==> config.mk <==
export PLATFORM = sky130hd
export DESIGN_NAME = ugpq_ctrl
export DESIGN_NICKNAME = d
export VERILOG_FILES = /design/src/design/ugpq_pkg.sv /design/src/design/ugpq_ctrl.sv
export SDC_FILE = /design/constraint.sdc
export NUM_CORES = 1
export LEC_CHECK = 0
export BUFFER_PORTS_ARGS = -buffer_cell sky130_fd_sc_hd__clkbuf_2
export CAP_MARGIN = 20
export CORE_ASPECT_RATIO = 1.4
export CORE_MARGIN = 3
export CORE_UTILIZATION = 35
export DETAILED_ROUTE_END_ITERATION = 16
export PLACE_DENSITY = 0.69
export RECOVER_POWER = 100
export SYNTH_ARGS = -nofsm -noshare
export SYNTH_HDL_FRONTEND = slang
export SYNTH_SLANG_ARGS = --single-unit
==> constraint.sdc <==
create_clock -name clk -period 1.25 [get_ports clk]
set_input_delay 0 -clock clk [delete_from_list [all_inputs] [get_ports clk]]
set_output_delay 0 -clock clk [all_outputs]
set_load 0.005 [all_outputs]
==> src/design/ugpq_pkg.sv <==
// ============================================================================
// ugpq_pkg
// Shared types and constants for the uniform grid point query core.
// ============================================================================
package ugpq_pkg;

    // Default store depth
    localparam int DEF_MAX_POINTS = 64;

    // Fixed field widths
    localparam int COORD_W  = 32;
    localparam int CELL_W   = 34;   // query cell bounds, full range of centre +/- radius
    localparam int CSIZE_W  = 31;
    localparam int RAD_W    = 31;
    localparam int PI_W     = 6;
    localparam int CP_W     = 7;
    localparam int OP_W     = 2;
    localparam int DIV_STEPS = 33;

    localparam logic [CSIZE_W-1:0] CELL_SIZE_RESET = 31'd65536;

    // Operation codes
    localparam logic [OP_W-1:0] OP_CLEAR  = 2'd0;
    localparam logic [OP_W-1:0] OP_INSERT = 2'd1;
    localparam logic [OP_W-1:0] OP_BOX    = 2'd2;
    localparam logic [OP_W-1:0] OP_CIRCLE = 2'd3;

    // Kind of result to form
    typedef enum logic [2:0] {
        EK_CLEAR,
        EK_INSERT,
        EK_FULL,
        EK_EMPTY,
        EK_MATCH
    } emit_kind_t;

    // Controller to datapath commands
    typedef struct packed {
        logic       latch;
        logic       clear;
        logic       div_start;
        logic       div_load;
        logic [1:0] div_sel;
        logic       ptr_inc;
        logic       ptr_dec;
        logic       ptr_top;
        logic       pos_step;
        logic       shift_wr;
        logic       new_wr;
        logic       s1_load;
        logic       s2_load;
        logic       s3_eval;
        logic       eptr_inc;
        logic       emit;
        emit_kind_t emit_kind;
    } cmd_t;

    // Datapath to controller status
    typedef struct packed {
        logic [OP_W-1:0] op;
        logic            full;
        logic            count_zero;
        logic            div_done;
        logic            scan_end;
        logic            pos_eq_ptr;
        logic            pos_at_end;
        logic            nmatch_zero;
        logic            emit_last;
    } sts_t;

endpackage

==> src/design/ugpq_ctrl.sv <==
// ============================================================================
// ugpq_ctrl
// Sequencer: dispatches each item, runs the cell divisions, the sorted
// insert and the two-phase query, and orders result emission.
// ============================================================================
module ugpq_ctrl (
    input  logic           clk,
    input  logic           rst_n,
    input  logic           start,
    input  ugpq_pkg::sts_t sts,
    output ugpq_pkg::cmd_t cmd,
    output logic           busy
);
    import ugpq_pkg::*;

    typedef enum logic [3:0] {
        S_IDLE,
        S_DISPATCH,
        S_DIV_GO,
        S_DIV_WAIT,
        S_POS_RD,
        S_POS_CMP,
        S_POS_END,
        S_SH_RD,
        S_SH_WR,
        S_NEW,
        S_SC_RD,
        S_SC_S1,
        S_SC_S2,
        S_SC_S3,
        S_EM_CHK,
        S_EM_OUT
    } state_t;

    state_t     state_reg, state_next;
    logic [1:0] sel_reg, sel_next;
    logic       is_insert;

    assign is_insert = (sts.op == OP_INSERT);

    // Decode commands and next state
    always_comb
    begin
        cmd           = '0;
        cmd.emit_kind = EK_CLEAR;
        cmd.div_sel   = sel_reg;
        state_next    = state_reg;
        sel_next      = sel_reg;
        case (state_reg)
            S_IDLE:
            begin
                if (start)
                begin
                    cmd.latch  = 1'b1;
                    sel_next   = 2'd0;
                    state_next = S_DISPATCH;
                end
            end
            S_DISPATCH:
            begin
                case (sts.op)
                    OP_CLEAR:
                    begin
                        cmd.clear     = 1'b1;
                        cmd.emit      = 1'b1;
                        cmd.emit_kind = EK_CLEAR;
                        state_next    = S_IDLE;
                    end
                    OP_INSERT:
                    begin
                        if (sts.full)
                        begin
                            cmd.emit      = 1'b1;
                            cmd.emit_kind = EK_FULL;
                            state_next    = S_IDLE;
                        end
                        else
                        begin
                            state_next = S_DIV_GO;
                        end
                    end
                    default: state_next = S_DIV_GO;
                endcase
            end
            S_DIV_GO:
            begin
                cmd.div_start = 1'b1;
                state_next    = S_DIV_WAIT;
            end
            S_DIV_WAIT:
            begin
                cmd.div_load = 1'b1;
                if (sts.div_done)
                begin
                    sel_next = sel_reg + 2'd1;
                    if (is_insert && sel_reg == 2'd1)
                        state_next = sts.count_zero ? S_NEW : S_POS_RD;
                    else if (!is_insert && sel_reg == 2'd3)
                        state_next = sts.count_zero ? S_EM_CHK : S_SC_RD;
                    else
                        state_next = S_DIV_GO;
                end
            end
            // Find the insert position: count entries the new point follows
            S_POS_RD: state_next = S_POS_CMP;
            S_POS_CMP:
            begin
                cmd.pos_step = 1'b1;
                if (sts.scan_end)
                    state_next = S_POS_END;
                else
                begin
                    cmd.ptr_inc = 1'b1;
                    state_next  = S_POS_RD;
                end
            end
            S_POS_END:
            begin
                if (sts.pos_at_end)
                    state_next = S_NEW;
                else
                begin
                    cmd.ptr_top = 1'b1;
                    state_next  = S_SH_RD;
                end
            end
            // Shift the tail up one place, top entry first
            S_SH_RD: state_next = S_SH_WR;
            S_SH_WR:
            begin
                cmd.shift_wr = 1'b1;
                if (sts.pos_eq_ptr)
                    state_next = S_NEW;
                else
                begin
                    cmd.ptr_dec = 1'b1;
                    state_next  = S_SH_RD;
                end
            end
            S_NEW:
            begin
                cmd.new_wr    = 1'b1;
                cmd.emit      = 1'b1;
                cmd.emit_kind = EK_INSERT;
                state_next    = S_IDLE;
            end
            // Query scan: read, compare, square, decide
            S_SC_RD: state_next = S_SC_S1;
            S_SC_S1:
            begin
                cmd.s1_load = 1'b1;
                state_next  = S_SC_S2;
            end
            S_SC_S2:
            begin
                cmd.s2_load = 1'b1;
                state_next  = S_SC_S3;
            end
            S_SC_S3:
            begin
                cmd.s3_eval = 1'b1;
                if (sts.scan_end)
                    state_next = S_EM_CHK;
                else
                begin
                    cmd.ptr_inc = 1'b1;
                    state_next  = S_SC_RD;
                end
            end
            S_EM_CHK:
            begin
                if (sts.nmatch_zero)
                begin
                    cmd.emit      = 1'b1;
                    cmd.emit_kind = EK_EMPTY;
                    state_next    = S_IDLE;
                end
                else
                begin
                    cmd.eptr_inc = 1'b1;
                    state_next   = S_EM_OUT;
                end
            end
            S_EM_OUT:
            begin
                cmd.emit      = 1'b1;
                cmd.emit_kind = EK_MATCH;
                cmd.eptr_inc  = 1'b1;
                if (sts.emit_last)
                    state_next = S_IDLE;
            end
            default: state_next = S_IDLE;
        endcase
    end

    // Hold state and divide select
    always_ff @(posedge clk or negedge rst_n)
    begin
        if (!rst_n)
        begin
            state_reg <= S_IDLE;
            sel_reg   <= 2'd0;
        end
        else
        begin
            state_reg <= state_next;
            sel_reg   <= sel_next;
        end
    end

    assign busy = (state_reg != S_IDLE);

endmodule

==> results of run 1 <==
==> per-layer routing <==
metal | vias up | share of wire (%) | wire (um) | track usage, %
met5 | - | 0 | 0 | 0
met1 | 530 | 36 | 1160 | 22.5
met4 | 0 | 3.7 | 119 | 9.91
met2 | 53 | 54 | 1740 | 42.9
met3 | 12 | 6.1 | 197 | 2.14
li1 | 521 | - | - | -
==> Yosys cell counts, drive strengths merged <==
cell type,n
or2,1
a21oi,6
nand3,3
o31ai,1
a31oi,2
a2111o,1
o211ai,1
nand4,2
and3,3
o32a,1
a21o,2
o21ai,7
a41oi,1
o22a,1
o32ai,1
and4bb,1
nand3b,3
mux2,1
dfrtp,6
or4bb,1
buf,6
o22ai,1
ha,2
or4b,1
inv,4
nor4,1
nand2,9
nor2,16
nand2b,2
nor2b,5
o21a,1
o2111ai,1
a211oi,1
nor3,5
==> timing repair <==
item,in CTS,in global routing
hold buffers,2,0
pin swaps,12,9
hold endpoints to repair,7,0
resized for setup,47,25
endpoints found under the setup margin,24,24
gates cloned,1,0
setup buffers,10,1
==> power by group <==
| part | internal, W | leakage [nW] | switching (W) |
|---|---|---|---|
| sequential | 0.000304 | 0.0698 | 0.000180 |
| combinational | 0.00159 | 0.582 | 0.00139 |
| clock | 0.000108 | 0.0138 | 0.0000603 |
| total | 0.00200 | 0.666 | 0.00163 |
==> worst paths after layout <==
kind / to / startpoint / depth (start not counted)
max: state_reg[1]$_DFFE_PN0P_ / state_reg[3]$_DFFE_PN0P_ / 5
min in group asynchronous: sel_reg[1]$_DFFE_PN0P_ / rst_n / 2
min: sel_reg[1]$_DFFE_PN0P_ / sts[5] / 3
max in group asynchronous: state_reg[2]$_DFFE_PN0P_ / rst_n / 2
min reg2reg: sel_reg[1]$_DFFE_PN0P_ / sel_reg[1]$_DFFE_PN0P_ / 2
max reg2reg: state_reg[1]$_DFFE_PN0P_ / state_reg[3]$_DFFE_PN0P_ / 5
==> cells by family after synthesis <==
logic type / Yosys count
AND/OR/NAND/NOR: 53
adder cells (fa/ha/maj): 2
multiplexers: 1
buffers and inverters: 10
AO/OA/AOI/OAI: 28
flip-flops: 6
==> layout make-up <==
cell class	count	area, um^2	share of cell area, %
Clock buffer	3	22.5	1.57
Multi-Input combinational cell	84	672	46.9
Timing Repair Buffer	75	539	37.7
Sequential cell	6	155	10.8
Tap cell	20	25.0	1.75
Inverter	4	17.5	1.22
==> worst max-delay path: stages (launching register included) <==
cell and delay (ns):
dfrtp_2 0.46, buf_4 0.16, nand2_1 0.10, o22a_1 0.18
o32ai_1 0.11, a2111o_1 0.35
==> metrics by stage <==
stage	hold WS (ns)	worst slack, ns	instance area [um^2]
2_1_floorplan	-0.296	-0.0638	703
5_1_grt	0.105	-0.285	1430
4_1_cts	0.0816	-0.191	1340
6_report	0.0953	-0.236	1430
3_5_place_dp	-0.167	-0.188	1070
3_3_place_gp	-0.169	-0.162	1070
==> impl_metrics.py, run 1 <==
metrics = {
    "finish": {
        "nets": 189,
        "n_fill_cell": 107,
        "largest_reg_flops": 4,
        "drive_above_1_share_pct": 67.4,
        "post-route-util_pct": 78.5,
        "layout_common_cells": "clkbuf_2 (27), buf_4 (24), buf_6 (15)",
        "fin_cells": 192,
        "final_common_cell": "clkbuf_2",
        "diodes": 0,
        "area_growth_pct": 104,
    },
    "clock_tree": {
        "cts.sinks": 6,
        "clk_latency_ns": 0.24,
        "cts-root-buf": "clkbuf_4",
        "clockBufferDepth": 2,
        "cts_made_buffers": 3,
        "cts_max_level": 1,
        "cts_tree": "done",
        "clkTransAtPathRegs_ns": 0.04,
    },
    "pwr": {
        "powerDensity_nw_per_um2": 2530,
        "vdd_drop_max_mv": 1.65,
        "p_leak_nw": 0.666,
        "p_total_w": 0.00363,
    },
    "drt": {
        "drc": 0,
        "first_pass_iters": 4,
        "via_count": 1116,
        "antenna_left": 0,
        "drt_iter0_drc": 29,
        "viasPerCell": 5.81,
        "wirelength_um": 3220,
        "wl_per_cell_um": 16.8,
    },
    "timing": {
        "hold_viol_final": 0,
        "fin_skew_ns": 0.00288,
        "post-route-period-util_pct": 119,
        "slew_viol_final": 0,
        "finalSetupViolations": 24,
        "max_slew_margin_pct": 78.6,
        "rsz0062_at_grt": "true",
        "worst_pin_slew_ns": 0.321,
        "fin_ws_ns": -0.236,
        "min_period_ns": 1.49,
        "fin_setup_tns_ns": -2.89,
        "max_freq_mhz": 673,
    },
    "logic_synthesis": {
        "synth_xor_area_share_pct": 0,
        "synth_top_cell_area_share_pct": 21.4,
        "synth_compound_area_share_pct": 27.0,
        "synth_area_per_cell_um2": 7.01,
        "yosysUniqueCellTypes": 36,
        "synthesis.nets": 115,
        "synth_top_family_by_area": "simple AND/OR/NAND/NOR gates",
        "yosysTopAreaCell": "dfrtp_1",
        "yosys.area_share.adder_pct": 3.57,
        "seq_area_frac_synth_pct": 21.4,
        "synth_area_um2": 701,
        "syn-instance-count": 100,
        "muxShareOfSynthArea_pct": 1.61,
        "synth-simple-area-share_pct": 39.6,
        "synth.area.top_cells": "dfrtp_1 (21%), nor2_1 (8.6%), o21ai_0 (5.0%), nand2_1 (4.8%), nor2b_1 (4.5%)",
        "yosysWarningCount": 0,
        "ys_seq_elements": 6,
    },
    "global_route": {
        "grt_max_degree": 9,
        "grtUsageTotal_pct": 22.0,
        "grt_overflow": 0,
        "grt_pass1_vias": 1023,
        "antenna_found_initial": 0,
        "grt_pass1_wl_um": 4290,
    },
    "placement": {
        "placed_cells": 175,
        "gp_congestion": 0.827,
        "portBuffers": 33,
        "dp_hpwl_um": 1900,
    },
    "die": {
        "core-area_um2": 1820,
        "dieArea_um2": 2580,
        "fp.dieW_um": 43.8,
        "num_rows": 18,
        "io_pins": 34,
        "start_util_pct": 38.4,
        "dieHeight_um": 58.9,
    },
    "setup_path": {
        "crit_arrival_ns": 1.59,
        "crit_path_end_kind": "flip-flop",
        "crit_type": "reg2reg",
        "cp_max_fo": 7,
        "start_kind": "flip-flop",
        "cp.required_ns": 1.36,
        "rrSetupSlack_ns": -0.24,
    },
    "flow_run": {
        "cap_violations": 0,
    },
    "run_status": {
        "status": "complete, but fails checks",
        "violations": "negative setup slack",
    },
    "min_path": {
        "min_path_type": "in2reg",
    },
}
Power figures use the tool's default switching activity.
==> run 2: changes to the inputs <==
--- a/config.mk
+++ b/config.mk
@@ -11,7 +11,7 @@
 export CORE_MARGIN = 3
 export CORE_UTILIZATION = 35
 export DETAILED_ROUTE_END_ITERATION = 16
-export PLACE_DENSITY = 0.69
+export PLACE_DENSITY = 0.66
 export RECOVER_POWER = 100
 export SYNTH_ARGS = -nofsm -noshare
 export SYNTH_HDL_FRONTEND = slang
==> constraint.sdc (replaced) <==
create_clock -name clk -period 1.8 [get_ports clk]
set_input_delay 0 -clock clk [delete_from_list [all_inputs] [get_ports clk]]
set_output_delay 0 -clock clk [all_outputs]
set_load 0.005 [all_outputs]
==> run 2 against run 1 <==
Effect of this change:
- the run now ends clean
- core utilization down 29 points
- via count shrank 23%
- count of clock-buffer cells in the layout is the same
- clock power down 27%
- worst hold slack better by 0.0076 ns
- die area did not move
- register-to-register slack better by 0.38 ns
- sequential power shrank 21%
- first-iteration DRC count is 14% lower
- sequential share of layout area increased by 5.7 points
- global-route usage is 5.6 points lower
- flip-flop and latch count did not move
- largest cell class unchanged
- largest power group unchanged
==> impl_metrics.py, run 2 (synthesis results as in run 1) <==
metrics = {
    "die": {
        "dieHeight_um": 58.9,
        "core-area_um2": 1820,
        "dieArea_um2": 2580,
        "num_rows": 18,
        "start_util_pct": 38.4,
        "io_pins": 34,
        "fp.dieW_um": 43.8,
    },
    "drt": {
        "viasPerCell": 5.55,
        "wirelength_um": 2070,
        "wl_per_cell_um": 13.4,
        "drc": 0,
        "first_pass_iters": 4,
        "via_count": 855,
        "drt_iter0_drc": 25,
        "antenna_left": 0,
    },
    "timing": {
        "worst_pin_slew_ns": 0.488,
        "fin_skew_ns": 0.00519,
        "finalSetupViolations": 0,
        "fin_setup_tns_ns": 0,
        "rsz0062_at_grt": "false",
        "max_slew_margin_pct": 67.5,
        "post-route-period-util_pct": 92.3,
        "hold_viol_final": 0,
        "max_freq_mhz": 602,
        "slew_viol_final": 0,
        "min_period_ns": 1.66,
    },
    "min_path": {
        "min_path_type": "in2reg",
    },
    "placement": {
        "gp_congestion": 0.848,
        "portBuffers": 33,
        "dp_hpwl_um": 1620,
    },
    "flow_run": {
        "cap_violations": 0,
    },
    "setup_path": {
        "path_buf_inv": 0,
        "cp.required_ns": 1.96,
        "crit_arrival_ns": 1.83,
        "crit_slowest_cell": "or4b_1",
        "cp_max_fo": 17,
        "crit_top_cell": "a21oi_1",
        "cp_cell_sequence": "or4b_1 > a21oi_1 > a21oi_1 > a31oi_1",
        "start_kind": "flip-flop",
        "crit_path_end_kind": "flip-flop",
        "crit_type": "reg2reg",
        "cpPeakStageDelay_ns": 0.58,
        "crit_family": "simple AND/OR/NAND/NOR gates",
        "rrSetupSlack_ns": 0.14,
    },
    "finish": {
        "largest_reg_flops": 4,
        "layout_common_cells": "clkbuf_2 (29), nor2_1 (15), nand2_1 (9)",
        "diodes": 0,
        "final_common_cell": "clkbuf_2",
        "seqCellArea_um2": 150,
        "nets": 151,
        "area_growth_pct": 29.8,
        "multi_input_area_um2": 502,
        "n_fill_cell": 197,
        "drive_above_1_share_pct": 28.4,
    },
    "clock_tree": {
        "cts_made_buffers": 3,
        "clk_latency_ns": 0.25,
        "cts-root-buf": "clkbuf_4",
        "cts_max_level": 1,
        "cts.sinks": 6,
        "clkTransAtPathRegs_ns": 0.04,
        "cts_tree": "done",
        "clockBufferDepth": 2,
    },
    "pwr": {
        "p_leak_nw": 0.422,
        "p_total_w": 0.00137,
        "vdd_drop_max_mv": 0.911,
        "powerDensity_nw_per_um2": 1510,
    },
    "global_route": {
        "grtUsageTotal_pct": 16.5,
        "grt_max_degree": 18,
        "grt_overflow": 0,
        "antenna_found_initial": 0,
        "grt_pass1_wl_um": 3280,
        "grt_pass1_vias": 794,
    },
    "run_status": {
        "status": "finished, final reports clean",
    },
}
## run 2: cell types whose count changed in the layout (fill, tap and decap cells not counted), sizes merged
cell    before  now
buf         43    2
clkbuf      33   36
## run 2: what timing repair did
item	in CTS	in global routing
gates resized for setup	0	1
endpoints found under the hold margin	7	0
setup endpoints to repair	0	1
hold buffers	2	0
buffers inserted	0	0
## run 2: final timing paths
path                                     startpoint                  endpoint  cells past startpoint
max reg2reg                state_reg[2]$_DFFE_PN0P_  state_reg[2]$_DFFE_PN0P_                      4
min                                          sts[5]    sel_reg[0]$_DFFE_PN0P_                      3
min in group asynchronous                     rst_n  state_reg[2]$_DFFE_PN0P_                      2
max in group asynchronous                     rst_n  state_reg[3]$_DFFE_PN0P_                      2
min reg2reg                  sel_reg[0]$_DFFE_PN0P_    sel_reg[0]$_DFFE_PN0P_                      1
max                        state_reg[2]$_DFFE_PN0P_  state_reg[2]$_DFFE_PN0P_                      4
## run 2: worst reg2reg max path: cells and delay by family, from the launching register on
kind,cells,cell delay [ns]
and+or+nand+nor,1,0.59
AOI/OAI and AO/OA,3,0.44
DFF,1,0.55
## run 2: routing by layer
metal / GRT usage (%) / vias up / wire length [um]
li1: - / 438 / -
met1: 20.7 / 383 / 921
met2: 27.5 / 32 / 1020
met3: 2.14 / 2 / 118
met4: 7.33 / 0 / 14
met5: 0 / - / 0
## run 2: area by class of cell
| type | instances | area share, % |
|---|---|---|
| multi-input cells | 84 | 55.2 |
| repair buffers | 37 | 21.5 |
| flip-flops and latches | 6 | 16.5 |
| well taps | 20 | 2.75 |
| clock buffers | 3 | 2.48 |
| inverters | 4 | 1.65 |
## run 2: stage by stage
stage / util (%) / hold WS, ns / instance area, um^2 / setup slack (ns) / std cells
finish: 49.9 / 0.103 / 910 / 0.139 / 154
global route: 49.9 / 0.141 / 910 / 0.00417 / 154
CTS: 50.2 / 0.0966 / 916 / 0.0796 / 154
detailed placement: 47.9 / -0.163 / 873 / 0.204 / 149
global placement: 47.9 / -0.166 / 873 / 0.227 / 149
floorplan: - / -0.296 / 701 / 0.440 / 100
## run 2: power breakdown
group          switching [W]  internal, W
sequential          0.000182     0.000200
clock              0.0000475    0.0000753
combinational       0.000470     0.000398
total               0.000699     0.000673
